[src/design/clt_pkg.sv]
`default_nettype none
// Package for the command line tokenizer: scan modes, token kinds, result record,
// the command word table and character helpers. No dependencies.
package clt_pkg;

    typedef enum logic [1:0] {
        MODE_IDLE,
        MODE_IDENT,
        MODE_NUM
    } mode_t;

    localparam logic [4:0] KIND_IDENT   = 5'd0;
    localparam logic [4:0] KIND_TEXT    = 5'd1;
    localparam logic [4:0] KIND_KEYWORD = 5'd2;
    localparam logic [4:0] KIND_NUMBER  = 5'd3;
    localparam logic [4:0] KIND_NONE    = 5'd0;
    localparam logic [4:0] KIND_PLUS    = 5'd4;
    localparam logic [4:0] KIND_LPAREN  = 5'd5;
    localparam logic [4:0] KIND_RPAREN  = 5'd6;
    localparam logic [4:0] KIND_DQUOTE  = 5'd7;
    localparam logic [4:0] KIND_COMMA   = 5'd8;
    localparam logic [4:0] KIND_SEMI    = 5'd9;
    localparam logic [4:0] KIND_LBRACK  = 5'd10;
    localparam logic [4:0] KIND_RBRACK  = 5'd11;
    localparam logic [4:0] KIND_LBRACE  = 5'd12;
    localparam logic [4:0] KIND_RBRACE  = 5'd13;
    localparam logic [4:0] KIND_QMARK   = 5'd14;
    localparam logic [4:0] KIND_DOT     = 5'd15;
    localparam logic [4:0] KIND_PIPE    = 5'd16;
    localparam logic [4:0] KIND_SQUOTE  = 5'd17;
    localparam logic [4:0] KIND_EQUAL   = 5'd18;
    localparam logic [4:0] KIND_END     = 5'd19;
    localparam logic [4:0] KIND_OTHER   = 5'd20;

    localparam int WORD_SLOTS = 16;
    localparam int WORD_CHARS = 32;

    // Words are stored right-justified, as string literals pack.
    localparam logic [WORD_CHARS*8-1:0] KW_TEXT [WORD_SLOTS] = '{
        {"CREAR_", "CLIENTE"}, {"ENVIAR_", "MENSAJE"}, "ESTRESAR",
        {"OBTENER_", "MENSAJES"}, "LISTA", "LIMPIAR", {"BUSCAR_", "CLIENTE"},
        '0, '0, '0, '0, '0, '0, '0, '0, '0
    };
    localparam logic [5:0] KW_LEN [WORD_SLOTS] = '{
        6'd13, 6'd14, 6'd8, 6'd16, 6'd5, 6'd7, 6'd14,
        6'd0, 6'd0, 6'd0, 6'd0, 6'd0, 6'd0, 6'd0, 6'd0, 6'd0
    };

    typedef struct packed {
        logic [4:0]  kind;
        logic [2:0]  kw_index;
        logic [63:0] number;
        logic [7:0]  length;
        logic [7:0]  char_code;
        logic [15:0] line;
        logic        last;
    } token_t;

    function automatic logic [7:0] kw_char(input logic [3:0] k, input logic [4:0] pos);
        logic [WORD_CHARS*8-1:0] w;
        int n;
        int idx;
        w = KW_TEXT[k];
        n = int'(KW_LEN[k]);
        idx = n - 1 - int'(pos);
        if (int'(pos) < n) begin
            kw_char = w[idx*8 +: 8];
        end else begin
            kw_char = 8'd0;
        end
    endfunction

    function automatic logic [4:0] punct_kind(input logic [7:0] c);
        unique case (c)
            "+":     punct_kind = KIND_PLUS;
            "(":     punct_kind = KIND_LPAREN;
            ")":     punct_kind = KIND_RPAREN;
            "\"":    punct_kind = KIND_DQUOTE;
            ",":     punct_kind = KIND_COMMA;
            ";":     punct_kind = KIND_SEMI;
            "[":     punct_kind = KIND_LBRACK;
            "]":     punct_kind = KIND_RBRACK;
            "{":     punct_kind = KIND_LBRACE;
            "}":     punct_kind = KIND_RBRACE;
            "?":     punct_kind = KIND_QMARK;
            ".":     punct_kind = KIND_DOT;
            "|":     punct_kind = KIND_PIPE;
            "'":     punct_kind = KIND_SQUOTE;
            "=":     punct_kind = KIND_EQUAL;
            default: punct_kind = KIND_NONE;
        endcase
    endfunction

    function automatic logic is_letter(input logic [7:0] c);
        is_letter = (c >= "A" && c <= "Z") || (c >= "a" && c <= "z");
    endfunction

    function automatic logic is_digit(input logic [7:0] c);
        is_digit = (c >= "0" && c <= "9");
    endfunction

    function automatic logic [7:0] to_upper(input logic [7:0] c);
        to_upper = (c >= "a" && c <= "z") ? c - 8'd32 : c;
    endfunction

endpackage
`default_nettype wire

[src/design/command_line_tokenizer.sv]
`default_nettype none
// Top level of the command line tokenizer: input register, scanner state,
// single-pass token logic and a four-entry result queue. Depends on clt_pkg.

// The block takes one character per request and gives tokens on the result channel.
// A request is registered, then decoded against the scanner state, and the zero, one
// or two tokens it causes are written into a four-entry result queue. A new request
// can be taken every cycle while the queue has room for two tokens, so the sustained
// rate is one character per clock while the result side drains the queue; a character
// that ends a pending identifier or number and is itself a token adds a second token,
// which the queue absorbs. The first token of a request is presented once the
// registered request has fired and its tokens are written into the queue.
module command_line_tokenizer #(
    parameter int KEYWORD_COUNT      = 7,
    parameter int KEYWORD_MAX_LENGTH = 16
) (
    input  wire         aclk,
    input  wire         aresetn,
    input  wire         s_valid,
    output logic        s_ready,
    input  wire  [7:0]  s_character,
    input  wire         s_end_of_input,
    input  wire         s_keyword_check,
    output logic        m_valid,
    input  wire         m_ready,
    output logic [4:0]  m_token_kind,
    output logic [2:0]  m_keyword_index,
    output logic [63:0] m_number_value,
    output logic [7:0]  m_token_length,
    output logic [7:0]  m_token_char,
    output logic [15:0] m_line_number,
    output logic        m_last_of_run
);
    import clt_pkg::*;

    localparam int QUEUE_DEPTH = 4;

    logic                     in_valid_reg;
    logic [7:0]               in_char_reg;
    logic                     in_eoi_reg;
    logic                     in_check_reg;

    mode_t                    mode_reg, mode_next;
    logic [KEYWORD_COUNT-1:0] match_reg, match_next;
    logic [7:0]               length_reg, length_next;
    logic [63:0]              acc_reg, acc_next;
    logic [15:0]              line_reg, line_next;

    token_t                   queue_reg [QUEUE_DEPTH];
    logic [1:0]               wr_ptr_reg;
    logic [1:0]               rd_ptr_reg;
    logic [2:0]               count_reg;

    logic                     fire;
    logic                     pop;
    logic                     c_letter, c_digit, c_ident, c_space, c_newline;
    logic [7:0]               c_upper;
    logic [4:0]               c_punct;
    logic                     pending;
    logic                     keep_going;
    logic [67:0]              acc_prod;
    logic [KEYWORD_COUNT-1:0] match_step_out;
    logic                     r0_valid, r1_valid;
    token_t                   r0, r1;

    function automatic logic [KEYWORD_COUNT-1:0] match_step(
        input logic [KEYWORD_COUNT-1:0] m,
        input logic [7:0]               pos,
        input logic [7:0]               up
    );
        logic [KEYWORD_COUNT-1:0] res;
        res = m;
        for (int k = 0; k < KEYWORD_COUNT; k++) begin
            if (int'(pos) >= KEYWORD_MAX_LENGTH || pos >= {2'b00, KW_LEN[k]} ||
                kw_char(4'(k), pos[4:0]) != up) begin
                res[k] = 1'b0;
            end
        end
        match_step = res;
    endfunction

    assign fire    = in_valid_reg && (count_reg <= 3'd2);
    assign s_ready = !in_valid_reg || fire;
    assign pop     = m_valid && m_ready;

    always_ff @(posedge aclk) begin
        if (!aresetn) begin
            in_valid_reg <= 1'b0;
        end else if (s_ready) begin
            in_valid_reg <= s_valid;
        end
        if (s_valid && s_ready) begin
            in_char_reg  <= s_character;
            in_eoi_reg   <= s_end_of_input;
            in_check_reg <= s_keyword_check;
        end
    end

    always_comb begin
        c_letter   = is_letter(in_char_reg);
        c_digit    = is_digit(in_char_reg);
        c_ident    = c_letter || c_digit || in_char_reg == "_" || in_char_reg == "-";
        c_newline  = in_char_reg == "\n";
        c_space    = in_char_reg == " " || in_char_reg == "\t" || c_newline;
        c_upper    = to_upper(in_char_reg);
        c_punct    = punct_kind(in_char_reg);
        pending    = mode_reg == MODE_IDENT || mode_reg == MODE_NUM;
        keep_going = !in_eoi_reg && ((mode_reg == MODE_IDENT && c_ident) ||
                                     (mode_reg == MODE_NUM && c_digit));
        acc_prod   = ({4'b0, acc_reg} << 3) + ({4'b0, acc_reg} << 1) +
                     68'(in_char_reg - "0");
        match_step_out = match_step(
            (mode_reg == MODE_IDENT) ? match_reg : {KEYWORD_COUNT{1'b1}},
            (mode_reg == MODE_IDENT) ? length_reg : 8'd0, c_upper);
    end

    // Next scanner state.
    always_comb begin
        mode_next   = mode_reg;
        match_next  = match_reg;
        length_next = length_reg;
        acc_next    = acc_reg;
        line_next   = line_reg;
        if (fire) begin
            if (in_eoi_reg) begin
                mode_next = MODE_IDLE;
            end else if (keep_going) begin
                if (length_reg != 8'hFF) begin
                    length_next = length_reg + 8'd1;
                end
                if (mode_reg == MODE_IDENT) begin
                    match_next = match_step_out;
                end else begin
                    acc_next = (|acc_prod[67:64]) ? '1 : acc_prod[63:0];
                end
            end else begin
                mode_next = MODE_IDLE;
                if (c_space) begin
                    if (c_newline && line_reg != 16'hFFFF) begin
                        line_next = line_reg + 16'd1;
                    end
                end else if (c_letter) begin
                    mode_next   = MODE_IDENT;
                    length_next = 8'd1;
                    match_next  = match_step_out;
                end else if (c_digit) begin
                    mode_next   = MODE_NUM;
                    length_next = 8'd1;
                    acc_next    = 64'(in_char_reg - "0");
                end
            end
        end
    end

    // Tokens caused by the current request.
    always_comb begin
        r0           = '0;
        r1           = '0;
        r0.line      = line_reg;
        r1.line      = line_reg;
        r0.length    = length_reg;
        r0_valid     = fire && pending && !keep_going;
        r1_valid     = 1'b0;
        if (mode_reg == MODE_IDENT) begin
            r0.kind = in_check_reg ? KIND_IDENT : KIND_TEXT;
            if (in_check_reg) begin
                for (int k = KEYWORD_COUNT - 1; k >= 0; k--) begin
                    if (match_reg[k] && length_reg == {2'b00, KW_LEN[k]}) begin
                        r0.kind     = KIND_KEYWORD;
                        r0.kw_index = 3'(k);
                    end
                end
            end
        end else begin
            r0.kind   = KIND_NUMBER;
            r0.number = acc_reg;
        end
        if (fire && in_eoi_reg) begin
            r1_valid = 1'b1;
            r1.kind  = KIND_END;
        end else if (fire && !keep_going && !c_space && !c_letter && !c_digit) begin
            r1_valid     = 1'b1;
            r1.kind      = (c_punct != KIND_NONE) ? c_punct : KIND_OTHER;
            r1.length    = 8'd1;
            r1.char_code = in_char_reg;
        end
        r0.last = !r1_valid;
        r1.last = 1'b1;
    end

    always_ff @(posedge aclk) begin
        if (!aresetn) begin
            mode_reg   <= MODE_IDLE;
            match_reg  <= {KEYWORD_COUNT{1'b1}};
            length_reg <= 8'd0;
            acc_reg    <= 64'd0;
            line_reg   <= 16'd1;
            wr_ptr_reg <= 2'd0;
            rd_ptr_reg <= 2'd0;
            count_reg  <= 3'd0;
        end else begin
            mode_reg   <= mode_next;
            match_reg  <= match_next;
            length_reg <= length_next;
            acc_reg    <= acc_next;
            line_reg   <= line_next;
            wr_ptr_reg <= wr_ptr_reg + {1'b0, r0_valid} + {1'b0, r1_valid};
            rd_ptr_reg <= rd_ptr_reg + {1'b0, pop};
            count_reg  <= count_reg + {2'b00, r0_valid} + {2'b00, r1_valid} - {2'b00, pop};
        end
        if (r0_valid) begin
            queue_reg[wr_ptr_reg] <= r0;
        end
        if (r1_valid) begin
            queue_reg[r0_valid ? wr_ptr_reg + 2'd1 : wr_ptr_reg] <= r1;
        end
    end

    assign m_valid         = count_reg != 3'd0;
    assign m_token_kind    = queue_reg[rd_ptr_reg].kind;
    assign m_keyword_index = queue_reg[rd_ptr_reg].kw_index;
    assign m_number_value  = queue_reg[rd_ptr_reg].number;
    assign m_token_length  = queue_reg[rd_ptr_reg].length;
    assign m_token_char    = queue_reg[rd_ptr_reg].char_code;
    assign m_line_number   = queue_reg[rd_ptr_reg].line;
    assign m_last_of_run   = queue_reg[rd_ptr_reg].last;

`ifndef SYNTH
    // The result queue never holds more tokens than it has entries.
    a_queue_bound: assert property (@(posedge aclk) disable iff (!aresetn)
        count_reg <= 3'(QUEUE_DEPTH))
        else $error("result queue overflow");

    // Line numbering starts at one and never wraps to zero.
    a_line_nonzero: assert property (@(posedge aclk) disable iff (!aresetn)
        line_reg != 16'd0)
        else $error("line counter reached zero");

    // An end of input request always leaves the scanner idle.
    a_eoi_idle: assert property (@(posedge aclk) disable iff (!aresetn)
        fire && in_eoi_reg |=> mode_reg == MODE_IDLE)
        else $error("scanner not idle after end of input");

    // A token being collected always has at least one character.
    a_pending_len: assert property (@(posedge aclk) disable iff (!aresetn)
        mode_reg != MODE_IDLE |-> length_reg != 8'd0)
        else $error("pending token with zero length");
`endif

endmodule
`default_nettype wire
[config.mk]
export PLATFORM = sky130hd
export DESIGN_NAME = command_line_tokenizer
export DESIGN_NICKNAME = d
export VERILOG_FILES = /design/src/design/clt_pkg.sv /design/src/design/command_line_tokenizer.sv
export SDC_FILE = /design/constraint.sdc
export NUM_CORES = 2
export LEC_CHECK = 0
export BUFFER_PORTS_ARGS = -buffer_cell sky130_fd_sc_hd__clkbuf_2
export CAP_MARGIN = 20
export CELL_PAD_IN_SITES_DETAIL_PLACEMENT = 0
export CELL_PAD_IN_SITES_GLOBAL_PLACEMENT = 1
export CORE_MARGIN = 3
export CORE_UTILIZATION = 43
export DETAILED_ROUTE_END_ITERATION = 8
export PLACE_DENSITY_LB_ADDON = 0.1
export SLEW_MARGIN = 20
export SYNTH_ARGS = -nofsm -noshare
export SYNTH_HDL_FRONTEND = slang
export SYNTH_SLANG_ARGS = --single-unit
[constraint.sdc]
create_clock -name aclk -period 13.6 [get_ports aclk]
set_input_delay 2.04 -clock aclk [delete_from_list [all_inputs] [get_ports aclk]]
set_output_delay 2.04 -clock aclk [all_outputs]
set_load 0.01 [all_outputs]
==> flow_metrics.env <==
export IMPL_cts_hold_buf=0
export IMPL_timing_critical_path_slowest_cell_delay_ns=0.69
export IMPL_boundaryPins=121
export IMPL_die_height_um=273
export IMPL_timing_final_max_slew_violations=0
export IMPL_status="completed"
export IMPL_timing_hold_violations_final=0
export IMPL_avgViaCountPerCell=5.91
export IMPL_fill_count=6725
export IMPL_route_final_wire_length_mm=99.6
export IMPL_drive_gt1_share_pct=11.9
export IMPL_grt_start_max_net_pins=75
export IMPL_port_buffers=120
export IMPL_cp_cell_sequence="ha_1, nor3_2, buf_4, buf_4, fa_1, ha_1, inv_1, nor3_2, nand4_1, or4b_1, a211oi_1, o21ai_0, nor4b_1, a211o_1, nor4_4, buf_4, a21oi_1"
export IMPL_power_density_nw_per_um2=119
export IMPL_synthDistinctLibCells=89
export IMPL_timing_critical_path_slowest_stage_cell="sky130_fd_sc_hd__nor4_4"
export IMPL_clock_fmax_mhz=141
export IMPL_netlist_area_um2=30600
export IMPL_worst_hold_path_stage_count=2
export IMPL_routed_wire_length_per_instance_um=22.7
export IMPL_grt_usage_pct=26.2
export IMPL_holdCritStartpoint="queue_reg[2][70]$_SDFFE_PP0P_"
export IMPL_dr_total_vias=26000
export IMPL_worstReg2RegStart="in_char_reg[4]$_DFFE_PP_"
export IMPL_crit_top_cell="sky130_fd_sc_hd__buf_4"
export IMPL_grt_most_used_layer="met2"
export IMPL_synthesis_yosys_warnings=0
export IMPL_reg2reg_depth=17
export IMPL_seq_area_um2=12000
export IMPL_timing_setup_critical_path_class="flip-flop to flip-flop"
export IMPL_critical_path_top_delay_family="simple AND/OR/NAND/NOR gates"
export IMPL_area_growth_synth_to_final_pct=9.44
export IMPL_multi_input_area_um2=17200
export IMPL_initial_utilization_pct=43.6
export IMPL_cp_end_kind="flip-flop"
export IMPL_synth_yosys_seq_area_share_pct=39.2
export IMPL_floorplan_die_area_um2=74500
export IMPL_worst_skew_pair_latency_ns=0.65
export IMPL_postPlaceCellArea_um2=31600
export IMPL_timing_hold_ws_ns=0.450
export IMPL_clock_path_buffers=3
export IMPL_postCtsSetupBuffers=0
export IMPL_nNetsFinal=3594
export IMPL_ys_async_sr_fraction_pct=0
export IMPL_grt_setup_unrepaired="no"
export IMPL_grt_overflow_total=0
export IMPL_clock_tree_from_tritoncts="done"
export IMPL_synthesis_nets=3634
export IMPL_grt_met3_usage_pct=3.39
export IMPL_finish_utilization_pct=47.7
export IMPL_cp_launch_point="in_char_reg[4]$_DFFE_PP_"
export IMPL_rows=97
export IMPL_hold_path_end="queue_reg[2][70]$_SDFFE_PP0P_"
export IMPL_remaining_drc_errors=0
export IMPL_drt_antenna_violating_nets=0
export IMPL_critPathRequiredTime_ns=14.10
export IMPL_final_cell_area_um2=33500
export IMPL_finalClockSkew_ns=0.0332
export IMPL_mapped_avg_cell_area_um2=8.87
export IMPL_ir_worst_vdd_mv=0.0967
export IMPL_grt_pass1_vias=25500
export IMPL_dieWidth_um=273
export IMPL_worstPathArrival_ns=7.57
export IMPL_cts_reportedPaths_clkPinSlew_ns=0.06
export IMPL_gp_congestion=0.901
export IMPL_r2r_end="acc_reg[27]$_SDFFE_PN0P_"
export IMPL_timing_critical_path_depth=17
export IMPL_worst_hold_path_type="flip-flop to flip-flop"
export IMPL_clock_sink_count=535
export IMPL_max_slew_worst_pin_slew_ns=1.17
export IMPL_dpl_hpwl_mm=65.2
export IMPL_cts_root_buffer_cell="sky130_fd_sc_hd__clkbuf_16"
export IMPL_cts_repair_resize_count=0
export IMPL_drt_first_pass_iters=6
export IMPL_layout_min_cycle_time_ns=7.07
export IMPL_cp_max_fo=35
export IMPL_setup_total_negative_slack_ns=0
export IMPL_total_leakage_power_nw=12.3
export IMPL_worstPathBufferInverterCount=4
export IMPL_number_of_synthesized_flops_with_an_enable_pin=130
export IMPL_core_area_um2=70300
export IMPL_max_cap_violations=0
export IMPL_slew_limit_headroom_pct=22.1
export IMPL_htree_num_levels=2
export IMPL_rrSetupSlack_ns=6.53
export IMPL_synth_seq_cells=535
export IMPL_globalRouteMet2Util_pct=41.1
export IMPL_worst_setup_path_start_kind="flip-flop"
export IMPL_detailedRoute_firstIterationViolations=2175
export IMPL_cts_buffers=58
export IMPL_mostFrequentLayoutCell="sky130_fd_sc_hd__nand2_1"
export IMPL_fin_crit_sh_pct=52.0
export IMPL_initial_antenna_violation_count=5
export IMPL_mostFrequentLayoutCells="741 x sky130_fd_sc_hd__nand2_1, 486 x sky130_fd_sc_hd__a21oi_1, 403 x sky130_fd_sc_hd__dfxtp_1"
export IMPL_wire_length_of_the_first_global_routing_pass_mm=154
export IMPL_largest_register_ff_count=420
export IMPL_globalRouteMet1Util_pct=38.5
export IMPL_post_synth_inst_count=3454
export IMPL_setup_viol=0
export IMPL_ys_dominant_reg_cell="sky130_fd_sc_hd__dfxtp_1"
## area by class of cell
cell class | count | share of cell area [%]
multi-input combinational | 2587 | 51.4
clock inverter | 28 | 0.948
antenna | 1 | 0.00746
inverter | 69 | 0.773
tap | 940 | 3.51
timing repair buffer | 163 | 2.77
sequential | 535 | 35.9
clock buffer | 75 | 4.79
## worst max path at each step
stage / slack (ns) / endpoint
2_1_floorplan: 3.10 / acc_reg[10]$_SDFFE_PN0P_
3_3_place_gp: 6.40 / acc_reg[19]$_SDFFE_PN0P_
3_5_place_dp: 6.64 / acc_reg[27]$_SDFFE_PN0P_
4_1_cts: 6.59 / acc_reg[27]$_SDFFE_PN0P_
5_1_grt: 6.10 / acc_reg[33]$_SDFFE_PN0P_
6_report: 6.53 / acc_reg[27]$_SDFFE_PN0P_
## power by group
group / internal (mW) / leakage (nW) / switching (mW)
clock network: 0.911 / 0.930 / 0.690
logic: 0.248 / 7.01 / 0.422
registers: 1.67 / 4.40 / 0.0489
total: 2.83 / 12.3 / 1.16
## cells by family (layout without fill, tap and decap cells)
| kind of cell | count (synthesis) | in the layout | share of synthesized area, % |
|---|---|---|---|
| simple gates | 1301 | 1301 | 19.5 |
| xor+xnor | 118 | 118 | 3.37 |
| fa+ha+maj | 168 | 168 | 8.46 |
| buf+inv | 332 | 335 | 4.77 |
| mux | 107 | 107 | 7.79 |
| flops | 535 | 535 | 39.2 |
| compound gates | 893 | 893 | 16.9 |
| other cells | 0 | 1 | 0 |
## synth_stat cells (46+ instances only)
library cell / n / area share (%)
sky130_fd_sc_hd__xor2_1: 46 / 1.3
sky130_fd_sc_hd__edfxtp_1: 130 / 13
sky130_fd_sc_hd__xnor2_1: 72 / 2.1
sky130_fd_sc_hd__a21oi_1: 486 / 7.9
sky130_fd_sc_hd__nor3_1: 79 / 1.3
sky130_fd_sc_hd__nor2_1: 102 / 1.2
sky130_fd_sc_hd__clkbuf_1: 168 / 2.1
sky130_fd_sc_hd__o21ai_0: 163 / 2.7
sky130_fd_sc_hd__fa_1: 66 / 4.3
sky130_fd_sc_hd__buf_2: 56 / 0.91
sky130_fd_sc_hd__nand3_1: 59 / 0.96
sky130_fd_sc_hd__mux4_2: 105 / 7.7
sky130_fd_sc_hd__ha_1: 100 / 4.1
sky130_fd_sc_hd__nor2b_1: 135 / 2.8
sky130_fd_sc_hd__inv_1: 60 / 0.74
sky130_fd_sc_hd__dfxtp_1: 405 / 26
sky130_fd_sc_hd__nand2_1: 745 / 9.1
## through the flow
stage	power [mW]	cells	setup WS, ns
floorplan	2.20	3454	3.10
global placement	2.42	4293	6.40
detailed placement	2.43	4294	6.64
CTS	4.02	4397	6.59
global route	4.13	4397	6.10
finish	3.99	4398	6.53
## worst register-to-register path, stage by stage, from the launching register on
cell,delay (ns)
sky130_fd_sc_hd__edfxtp_1,0.66
sky130_fd_sc_hd__ha_1,0.44
sky130_fd_sc_hd__nor3_2,0.19
sky130_fd_sc_hd__buf_4,0.43
sky130_fd_sc_hd__buf_4,0.63
sky130_fd_sc_hd__fa_1,0.55
sky130_fd_sc_hd__ha_1,0.45
sky130_fd_sc_hd__inv_1,0.09
sky130_fd_sc_hd__nor3_2,0.31
sky130_fd_sc_hd__nand4_1,0.21
sky130_fd_sc_hd__or4b_1,0.62
sky130_fd_sc_hd__a211oi_1,0.43
sky130_fd_sc_hd__o21ai_0,0.16
sky130_fd_sc_hd__nor4b_1,0.16
sky130_fd_sc_hd__a211o_1,0.33
sky130_fd_sc_hd__nor4_4,0.69
sky130_fd_sc_hd__buf_4,0.45
sky130_fd_sc_hd__a21oi_1,0.13
## metal layers
layer / vias to the layer above / part of all wire, %
met5: - / 0
met4: 0 / 1.7
met3: 111 / 6.8
met2: 930 / 45
met1: 12900 / 47
li1: 12100 / -
Power figures use the tool's default switching activity.
